===== src/rtl/core/qkc_pkg.sv =====
// Shared types and constants for the quadrature knob counter.
package qkc_pkg;

   // Width of one configuration word and of the knob value
   localparam int unsigned VALUE_W = 8;
   // Width of the configuration register index
   localparam int unsigned CSR_INDEX_W = 8;

   // Configuration register indexes
   localparam logic [CSR_INDEX_W-1:0] REG_MIN_VALUE = 8'd0;
   localparam logic [CSR_INDEX_W-1:0] REG_MAX_VALUE = 8'd1;

   // Reset values of the limits
   localparam logic signed [VALUE_W-1:0] MIN_VALUE_RESET = 8'sd0;
   localparam logic signed [VALUE_W-1:0] MAX_VALUE_RESET = 8'sd7;

   // Direction table, indexed by {previous phase, current phase}.
   // The phase state is {phase_b, phase_a}.
   localparam logic signed [1:0] DIR_TABLE [16] = '{
      2'sd0,  2'sd1,  -2'sd1, 2'sd0,
      -2'sd1, 2'sd0,  2'sd0,  2'sd1,
      2'sd1,  2'sd0,  2'sd0,  -2'sd1,
      2'sd0,  -2'sd1, 2'sd1,  2'sd0
   };

   // Signed type of the knob value and of its limits
   typedef logic signed [VALUE_W-1:0] value_type;

endpackage


===== src/rtl/core/quadrature_knob_counter.sv =====
// Quadrature knob counter: phase samples in, debounced knob value out.
//
// Each input word carries one sample of the encoder lines A and B. The
// block takes one word every clock while the result stream is not stalled;
// an accepted word passes through the input register and then the update
// stage, which looks up the direction table, adds to the step accumulator,
// compares against the threshold and the limits, and loads the result
// register. The rate is set by that single update stage, which closes the
// loop on the accumulator and the knob value. Every sample gives exactly
// one result word. The knob value moves by one for every STEP_THRESHOLD
// net steps in one direction, and stays within min_value and max_value.
// Write the limits only while no sample is in flight; a limit write waits
// while a sample sits in the input register, and a write clamps the knob
// value into the new range at once.
module quadrature_knob_counter #(
   parameter int STEP_THRESHOLD = 2
) (
   input  logic                              clock,
   input  logic                              reset,
   // Sample stream
   input  logic                              req_tvalid,
   output logic                              req_tready,
   input  logic [7:0]                        req_tdata,   // [0] phase_a, [1] phase_b
   // Result stream
   output logic                              rsp_tvalid,
   input  logic                              rsp_tready,
   output logic [15:0]                       rsp_tdata,   // [7:0] knob_value, [8] changed
   // Configuration writes
   input  logic                              csr_valid,
   output logic                              csr_ready,
   input  logic [qkc_pkg::CSR_INDEX_W-1:0]   csr_index,
   input  logic [qkc_pkg::VALUE_W-1:0]       csr_data
);

   // Accumulator holds -STEP_THRESHOLD..STEP_THRESHOLD
   localparam int ACC_W = $clog2(STEP_THRESHOLD + 1) + 1;
   localparam logic signed [ACC_W-1:0] THR      = ACC_W'(STEP_THRESHOLD);
   localparam logic signed [ACC_W-1:0] NEG_THR  = ACC_W'(-STEP_THRESHOLD);
   localparam logic signed [ACC_W-1:0] HOLD_POS = ACC_W'(STEP_THRESHOLD - 1);
   localparam logic signed [ACC_W-1:0] HOLD_NEG = ACC_W'(1 - STEP_THRESHOLD);

   // Input register
   logic                    s1_valid_ff, s1_valid_in;
   logic [1:0]              s1_phase_ff, s1_phase_in;

   // Result register
   logic                    rsp_valid_ff, rsp_valid_in;
   qkc_pkg::value_type      rsp_value_ff, rsp_value_in;
   logic                    rsp_changed_ff, rsp_changed_in;

   // Block state
   logic [1:0]              last_phase_ff, last_phase_in;
   logic signed [ACC_W-1:0] acc_ff, acc_in;
   qkc_pkg::value_type      value_ff, value_in;
   qkc_pkg::value_type      min_ff, min_in;
   qkc_pkg::value_type      max_ff, max_in;

   // Handshake and datapath helpers
   logic                    s2_ready;
   logic                    s2_fire;
   logic                    req_fire;
   logic                    csr_fire;
   logic signed [1:0]       dir;
   logic signed [ACC_W-1:0] sum;
   logic signed [8:0]       inc_value;
   logic signed [8:0]       dec_value;
   logic                    step_moved;
   logic signed [ACC_W-1:0] step_acc;
   qkc_pkg::value_type      step_value;
   qkc_pkg::value_type      clamp_min;
   qkc_pkg::value_type      clamp_max;
   qkc_pkg::value_type      clamp_low;
   qkc_pkg::value_type      clamp_value;

   // Pipeline handshake: the result register frees the update stage
   assign s2_ready   = !rsp_valid_ff || rsp_tready;
   assign s2_fire    = s1_valid_ff && s2_ready;
   assign req_tready = !s1_valid_ff || s2_ready;
   assign req_fire   = req_tvalid && req_tready;
   // Hold off limit writes while a sample waits for the update stage
   assign csr_ready  = !s1_valid_ff;
   assign csr_fire   = csr_valid && csr_ready;

   // Load the input register
   always_comb begin
      s1_valid_in = s1_valid_ff;
      s1_phase_in = s1_phase_ff;
      if (req_fire) begin
         s1_valid_in = 1'b1;
         s1_phase_in = req_tdata[1:0];
      end else if (s2_fire) begin
         s1_valid_in = 1'b0;
      end
   end

   // Look up the direction and add it to the accumulator
   assign dir       = qkc_pkg::DIR_TABLE[{last_phase_ff, s1_phase_ff}];
   assign sum       = acc_ff + ACC_W'(dir);
   assign inc_value = 9'(value_ff) + 9'sd1;
   assign dec_value = 9'(value_ff) - 9'sd1;

   // Step the knob value at the threshold, hold the accumulator at a limit
   always_comb begin
      step_moved = 1'b0;
      step_acc   = acc_ff;
      step_value = value_ff;
      if (dir != 2'sd0) begin
         step_acc = sum;
         if (sum >= THR) begin
            if (inc_value <= 9'(max_ff)) begin
               step_value = inc_value[7:0];
               step_acc   = sum - THR;
               step_moved = 1'b1;
            end else begin
               step_acc = HOLD_POS;
            end
         end else if (sum <= NEG_THR) begin
            if (dec_value >= 9'(min_ff)) begin
               step_value = dec_value[7:0];
               step_acc   = sum + THR;
               step_moved = 1'b1;
            end else begin
               step_acc = HOLD_NEG;
            end
         end
      end
   end

   // Clamp the value into the limits after a register write
   always_comb begin
      clamp_min = min_ff;
      clamp_max = max_ff;
      case (csr_index)
         qkc_pkg::REG_MIN_VALUE: clamp_min = csr_data;
         qkc_pkg::REG_MAX_VALUE: clamp_max = csr_data;
         default: ;
      endcase
      clamp_low   = (value_ff < clamp_min) ? clamp_min : value_ff;
      clamp_value = (clamp_low > clamp_max) ? clamp_max : clamp_low;
   end

   // Update the state from a sample or a register write
   always_comb begin
      last_phase_in = last_phase_ff;
      acc_in        = acc_ff;
      value_in      = value_ff;
      min_in        = min_ff;
      max_in        = max_ff;
      if (s2_fire) begin
         last_phase_in = s1_phase_ff;
         acc_in        = step_acc;
         value_in      = step_value;
      end else if (csr_fire) begin
         case (csr_index)
            qkc_pkg::REG_MIN_VALUE: begin
               min_in   = csr_data;
               value_in = clamp_value;
            end
            qkc_pkg::REG_MAX_VALUE: begin
               max_in   = csr_data;
               value_in = clamp_value;
            end
            default: ;
         endcase
      end
   end

   // Load the result register
   always_comb begin
      rsp_valid_in   = rsp_valid_ff;
      rsp_value_in   = rsp_value_ff;
      rsp_changed_in = rsp_changed_ff;
      if (s2_fire) begin
         rsp_valid_in   = 1'b1;
         rsp_value_in   = step_value;
         rsp_changed_in = step_moved;
      end else if (rsp_tready) begin
         rsp_valid_in = 1'b0;
      end
   end

   // Control and state registers
   always_ff @(posedge clock) begin
      if (reset) begin
         s1_valid_ff   <= 1'b0;
         rsp_valid_ff  <= 1'b0;
         last_phase_ff <= 2'b00;
         acc_ff        <= '0;
         value_ff      <= '0;
         min_ff        <= qkc_pkg::MIN_VALUE_RESET;
         max_ff        <= qkc_pkg::MAX_VALUE_RESET;
      end else begin
         s1_valid_ff   <= s1_valid_in;
         rsp_valid_ff  <= rsp_valid_in;
         last_phase_ff <= last_phase_in;
         acc_ff        <= acc_in;
         value_ff      <= value_in;
         min_ff        <= min_in;
         max_ff        <= max_in;
      end
   end

   // Payload registers
   always_ff @(posedge clock) begin
      s1_phase_ff    <= s1_phase_in;
      rsp_value_ff   <= rsp_value_in;
      rsp_changed_ff <= rsp_changed_in;
   end

   assign rsp_tvalid = rsp_valid_ff;
   assign rsp_tdata  = {7'b0, rsp_changed_ff, rsp_value_ff};

endmodule


===== config.mk =====
export PLATFORM = sky130hd
export DESIGN_NAME = quadrature_knob_counter
export DESIGN_NICKNAME = d
export VERILOG_FILES = /design/src/rtl/core/qkc_pkg.sv /design/src/rtl/core/quadrature_knob_counter.sv
export SDC_FILE = /design/constraint.sdc
export NUM_CORES = 1
export LEC_CHECK = 0
export BUFFER_PORTS_ARGS = -buffer_cell sky130_fd_sc_hd__buf_2
export CORE_MARGIN = 4
export CORE_UTILIZATION = 31
export CTS_CLUSTER_DIAMETER = 120
export DETAILED_ROUTE_END_ITERATION = 10
export GPL_TIMING_DRIVEN = 0
export HOLD_SLACK_MARGIN = 0.12
export PLACE_DENSITY = 0.56
export SLEW_MARGIN = 20
export SYNTH_ARGS = -nofsm -noshare
export SYNTH_HDL_FRONTEND = slang
export SYNTH_SLANG_ARGS = --single-unit

===== constraint.sdc =====
create_clock -name clock -period 5.6 [get_ports clock]
set_input_delay 0.56 -clock clock [delete_from_list [all_inputs] [get_ports clock]]
set_output_delay 0.56 -clock clock [all_outputs]
set_load 0.02 [all_outputs]

# Yosys cells after proc, flatten, opt, wreduce, memory -nomap -nowiden
# Memory sizes are Yosys's and may differ from the RTL's.
# Index checks and enable logic that the tools add are counted.
word_totals:
  input_bits: 29
  memories: 1
  ram_bits: 0
  mem_bits_ro: 32
  wordCells: 69
  latchBits: 0
  output_inout_bits: 19
  register_bits: 42
memory_table:
  columns: ["name", "words", "width", "read_ports", "rd_ports_with_merged_regs", "wr", "line_no", "text"]
  rows:
  - ["(no name shown)", 16, 2, 1, 0, 0, "quadrature_knob_counter.sv:97", "assign dir = qkc_pkg::DIR_TABLE[{last_phase_ff, s1_phase_ff}];"]
classes:
  n_mux: 26
  n_bitwise: 2
  order_cmp: 7
  add_sub_neg: 5
  shift: 0
  n_div: 0
  multipliers: 0
  n_reduce_logical: 17
  n_eq_ne: 1
op_table:
  columns: ["op", "n"]
  rows:
  - ["two-way mux 8 bit", 12]
  - ["two-way mux 3 bit", 4]
  - ["nonzero test 2 bit", 5]
  - ["adder 8 x 2 -> 9 bit (second input constant)", 1]
  - [">= comparator 9 x 8 -> 1 bit", 1]
  - ["<= comparator 9 x 8 -> 1 bit", 1]
  - ["subtractor 8 x 2 -> 9 bit (second input constant)", 1]
  - ["== test 8 x 1 -> 1 bit (second input constant)", 1]
  - ["> comparator 8 bit", 1]
  - ["zero test 8 bit", 1]
  - ["less-than comparator 8 bit", 1]
  - ["two-way mux 1 bit", 8]
  - ["AND reduction 2 bit", 3]
  - [">= comparator 5 bit (second input constant)", 1]
  - ["inverter 4 -> 5 bit", 1]
  - ["two-way mux 2 bit", 2]
  - ["adder 3 x 2 -> 3 bit", 1]
  - ["adder 3 bit (second input constant)", 1]
  - [">= comparator 3 bit (second input constant)", 1]
  - ["<= comparator 3 x 2 -> 1 bit (second input constant)", 1]
  - ["logical AND 1 bit", 3]
  - ["subtractor 3 bit (second input constant)", 1]
  - ["zero test 1 bit", 2]
  - ["logical OR 1 bit", 2]
  - ["2 further kinds", 2]

# Logic depth before layout (Yosys ltp)
depth:
  word_depth: 10
  mapped_depth: 23
  mapped_depth_nobuf: 20

# Worst setup path after synthesis
# Ideal clock, no wire load.
synth_timing:
  kind: "input -> register"
  startpoint: "input port csr_index[7] (netlist name)"
  endpoint: "register value_ff[4]"
  setup_ns: 0.117
  n_path_buf: 3
  required_ns: 5.483
  arrival_ns: 4.833
  cell_stages: 22
  setup_slack_ns: 0.650
  path_cell_list: "nor4_4 nand2_2 mux2i_1 ha_1 clkbuf_1 a31oi_1 o21ai_0 nand3b_2 a311oi_2 a21o_1 buf_6 mux2i_1 ha_1 nor2b_1 o21a_1 o21ai_0 and4b_1 nor3_1 clkbuf_1 nor3_1 a22oi_1 nand2_1"
synth_between:
  elab_chain_cells: 9
  elab_cells_between_ends: 14
  classes_between: "order compare: 2; eq/ne: 1; mux: 7; reduce/logical: 4"
synth_lines:
  columns: ["element", "line_no", "text"]
  rows:
  - ["start: declaration", "quadrature_knob_counter.sv:31", "input logic [qkc_pkg::CSR_INDEX_W-1:0] csr_index,"]
  - ["zero test 8 bit", "quadrature_knob_counter.sv:133, quadrature_knob_counter.sv:154", null]
  - ["two-way mux 8 bit", "quadrature_knob_counter.sv:133", "case (csr_index)"]
  - ["less-than comparator 8 bit", "quadrature_knob_counter.sv:138", "clamp_low = (value_ff < clamp_min) ? clamp_min : value_ff;"]
  - ["two-way mux 8 bit", "quadrature_knob_counter.sv:138", null]
  - ["> comparator 8 bit", "quadrature_knob_counter.sv:139", "clamp_value = (clamp_low > clamp_max) ? clamp_max : clamp_low;"]
  - ["two-way mux 8 bit", "quadrature_knob_counter.sv:139", null]
  - ["two-way mux 8 bit", "quadrature_knob_counter.sv:154", "case (csr_index)"]
  - ["two-way mux 8 bit", "quadrature_knob_counter.sv:153", "end else if (csr_fire) begin"]
  - ["two-way mux 8 bit", "quadrature_knob_counter.sv:149", "if (s2_fire) begin"]
  - ["end signal: assignment", "quadrature_knob_counter.sv:197", "value_ff <= value_in;"]
  - ["end: declaration", "quadrature_knob_counter.sv:54", "qkc_pkg::value_type value_ff, value_in;"]
# Several ways; a longest one is shown, not always the timed one. The select of a mux whose other input is x is not followed.
# A chain may end at the register's enable or synchronous reset.

# Worst setup path in the final report
layout_timing:
  startpoint: "input port csr_index[2] (netlist name)"
  endpoint: "register value_ff[6]"
# Same word-level chain as after synthesis.

==> out/metrics.yaml <==
synthesis:
  synthMuxAreaShare: 0.0672
  synth_edf_count: 11
  synth_top_family_by_area: "compound AO/OA/AOI/OAI gates"
  syn_avg_cell_area_sq_um: 8.31
  yosys-top-cells-area: "dfxtp_1 16%, ha_1 14%, edfxtp_1 8.7%, mux2i_1 5.5%, nor2_1 4.3%"
  yosys.area.top_type: "dfxtp_1"
  synth_top_area_frac: 0.163
  seq_area_frac_synth: 0.250
  synth_flop_cell: "dfxtp_1"
  async_reset_ff_frac: 0
  synth-compound-area-share: 0.223
  ys_warn_count: 0
  syn_inst: 457
  synth_cell_type_count: 62
  synth_area_sq_um: 3800
  ys_ff_latch: 42
  synthSimpleGateAreaFrac: 0.197
  synth_xor_xnor_area_share: 0.0484
  synthAdderAreaFrac: 0.146
routing:
  first_iter_violations: 266
  drc_errors: 0
  vias_per_cell: 5.43
  first_pass_iters: 6
  ant_nets: 0
  vias: 3565
  wl_per_cell_microns: 17.0
  routed_wl_microns: 11200
layout:
  drive_gt1_frac: 0.141
  layout_commonest_cell: "nor2_1"
  final_cell_mix: "43 x nor2_1, 41 x ha_1, 34 x buf_2"
  diodes: 0
  multiInputGateArea_sq_um: 2650
  syn2layout_area_growth_pct: 15.8
  nNetsFinal: 580
  fill_cells: 1253
  regArea_sq_um: 951
  final_util: 0.366
critical_path:
  r2r-start: "min_ff[7]"
  r2r_slack_ns: 1.10
  r2r_cells: 19
  cp-end-kind: "flop"
  cp_max_fo: 10
  cp.required_ns: 5.74
  worstSetupPathType: "in -> reg"
  r2r_end: "value_ff[6]"
  startpoint_type: "input port"
  cp.arrival_ns: 5.34
run:
  cap_violations: 0
grt:
  grt_first_pass_wirelength_microns: 18000
  grt_max_degree: 13
  grt_pass1_vias: 3481
  overflow: 0
  grtUsageTotal: 0.157
  antenna_found_initial: 0
hold_path:
  hold_path_depth: 1
  min_from: "req_tdata[1]"
  hold-path-endpoint: "s1_phase_ff[1]"
  worstHoldPathType: "in -> reg"
timing:
  fmax_mhz: 192
  fin_crit_sh: 0.930
  hold_viol: 0
  tns_ns: 0
  skew_ns: 0.00456
  setup_viol: 0
  tightest_slew_ns: 0.943
  fin_crit_ns: 5.21
  maxSlewHeadroom: 0.370
  whs_ns: 0.452
  slew_violations: 0
power:
  p_leak_uw: 0.00191
  power_density_nw_per_um2: 318
  peakVddDrop_uv: 162
die:
  die_w_microns: 119
  die_height_microns: 119
  die_area_sq_um: 14100
  rows: 40
  io_pins: 48
  start_util: 0.316
  core_sq_um: 12000
clock_network:
  h-tree-depth: 2
  clkSinkCount: 42
  cts_buffers: 5
  holdBufCountCts: 0
  clk-insertion-delay-late_ns: 0.28
  clk_pin_slew_ns: 0.06
  cts.root.buffer_cell: "clkbuf_16"
  clockBufferDepth: 2
  cts_tree: "yes"
placed_design:
  port_buffers: 33
  dp_hpwl_microns: 8890
  gp_congestion: 0.888
outcome:
  status: "finished, final reports clean"
-- stage by stage --
stage | setup slack, ns | area, sq um | cells | total power, uW
2_1_floorplan | 0.650 | 3820 | 463 | 888
6_report | 0.393 | 4400 | 657 | 1400
3_3_place_gp | -0.467 | 4170 | 643 | 1050
3_5_place_dp | -0.581 | 4170 | 643 | 1070
5_1_grt | -0.0237 | 4400 | 657 | 1510
4_1_cts | 0.0641 | 4320 | 651 | 1370
-- cells by family (layout without fill, tap and decap cells) --
group / count (synthesis) / after routing
AND/OR/NAND/NOR: 142 / 142
flip-flops: 42 / 42
multiplexers: 24 / 24
adder cells (fa/ha/maj): 44 / 44
AO/OA/AOI/OAI: 125 / 125
buffers and inverters: 58 / 105
other: 1 / 7
XOR/XNOR: 21 / 21
-- where the power goes --
part	internal [uW]	leakage, uW	switching (uW)
combinational	290	0.00147	456
sequential	343	0.000360	18.6
clock	177	0.0000739	115
total	809	0.00191	590
-- area by class of cell --
cell class	instances	share of cell area
inverter	30	0.0256
multi-input combinational	363	0.602
buffer	28	0.0330
tap	147	0.0418
clock inverter	1	0.00114
timing repair buffer	39	0.0478
sequential	42	0.216
clock buffer	7	0.0324
-- sequential cells by signal, summed over array words and instances (netlist names) --
name / count
acc_ff: 3
s1_valid_ff: 1
max_ff: 8
min_ff: 8
s1_phase_ff: 2
rsp_value_ff: 8
rsp_changed_ff: 1
rsp_tvalid: 1
value_ff: 8
last_phase_ff: 2
-- Yosys cell counts, types with 7 or more instances --
library cell  instances
nand2b_1             10
inv_1                30
nor2b_1               8
edfxtp_1             11
mux2i_1              21
nand2_1              26
nor3_1               11
o21ai_0              25
xnor2_1              12
clkbuf_1             18
a21oi_1              27
a211oi_1             21
buf_4                 8
dfxtp_1              31
ha_1                 41
o211ai_1              7
xor2_1                9
nand3_1               9
nor2_1               43
-- metal layers --
layer  GRT usage  vias to the layer above  wire length [microns]
met4      0.0442                        0                    196
met2       0.259                      100                   5290
li1            -                     1763                      -
met1       0.216                     1687                   5170
met5           0                        -                      0
met3      0.0196                       15                    507
-- what timing repair did --
action	in CTS	in global routing
pin swaps	0	3
setup buffers	0	6
gates cloned	0	0
endpoints found under the setup margin	7	8
gates resized for setup	2	6
-- worst max-delay path by stage --
stage,start,to,slack [ns]
after floorplan,csr_index[7],value_ff[4],0.65
after global placement,csr_index[7],value_ff[6],-0.47
after detailed placement,csr_index[7],value_ff[6],-0.58
after CTS,csr_index[7],value_ff[6],0.06
after global routing,csr_index[2],value_ff[7],-0.02
final,csr_index[2],value_ff[6],0.39
-- worst max-delay path, stage by stage --
cell and delay (ns):
buf_2 0.12, nor4_4 0.39, nand2_4 0.20, mux2i_2 0.30
ha_1 0.31, clkbuf_1 0.24, a31oi_1 0.21, o21ai_0 0.14
nand3b_2 0.30, a311oi_4 0.29, a21o_1 0.18, buf_6 0.13
mux2i_1 0.28, ha_1 0.30, nor2b_1 0.14, o21a_1 0.16
o21ai_0 0.15, and4b_1 0.30, nor3_4 0.08, clkbuf_2 0.22
o21ai_0 0.21, a31oi_1 0.14
Note: power is estimated with default switching activity, not from simulation.
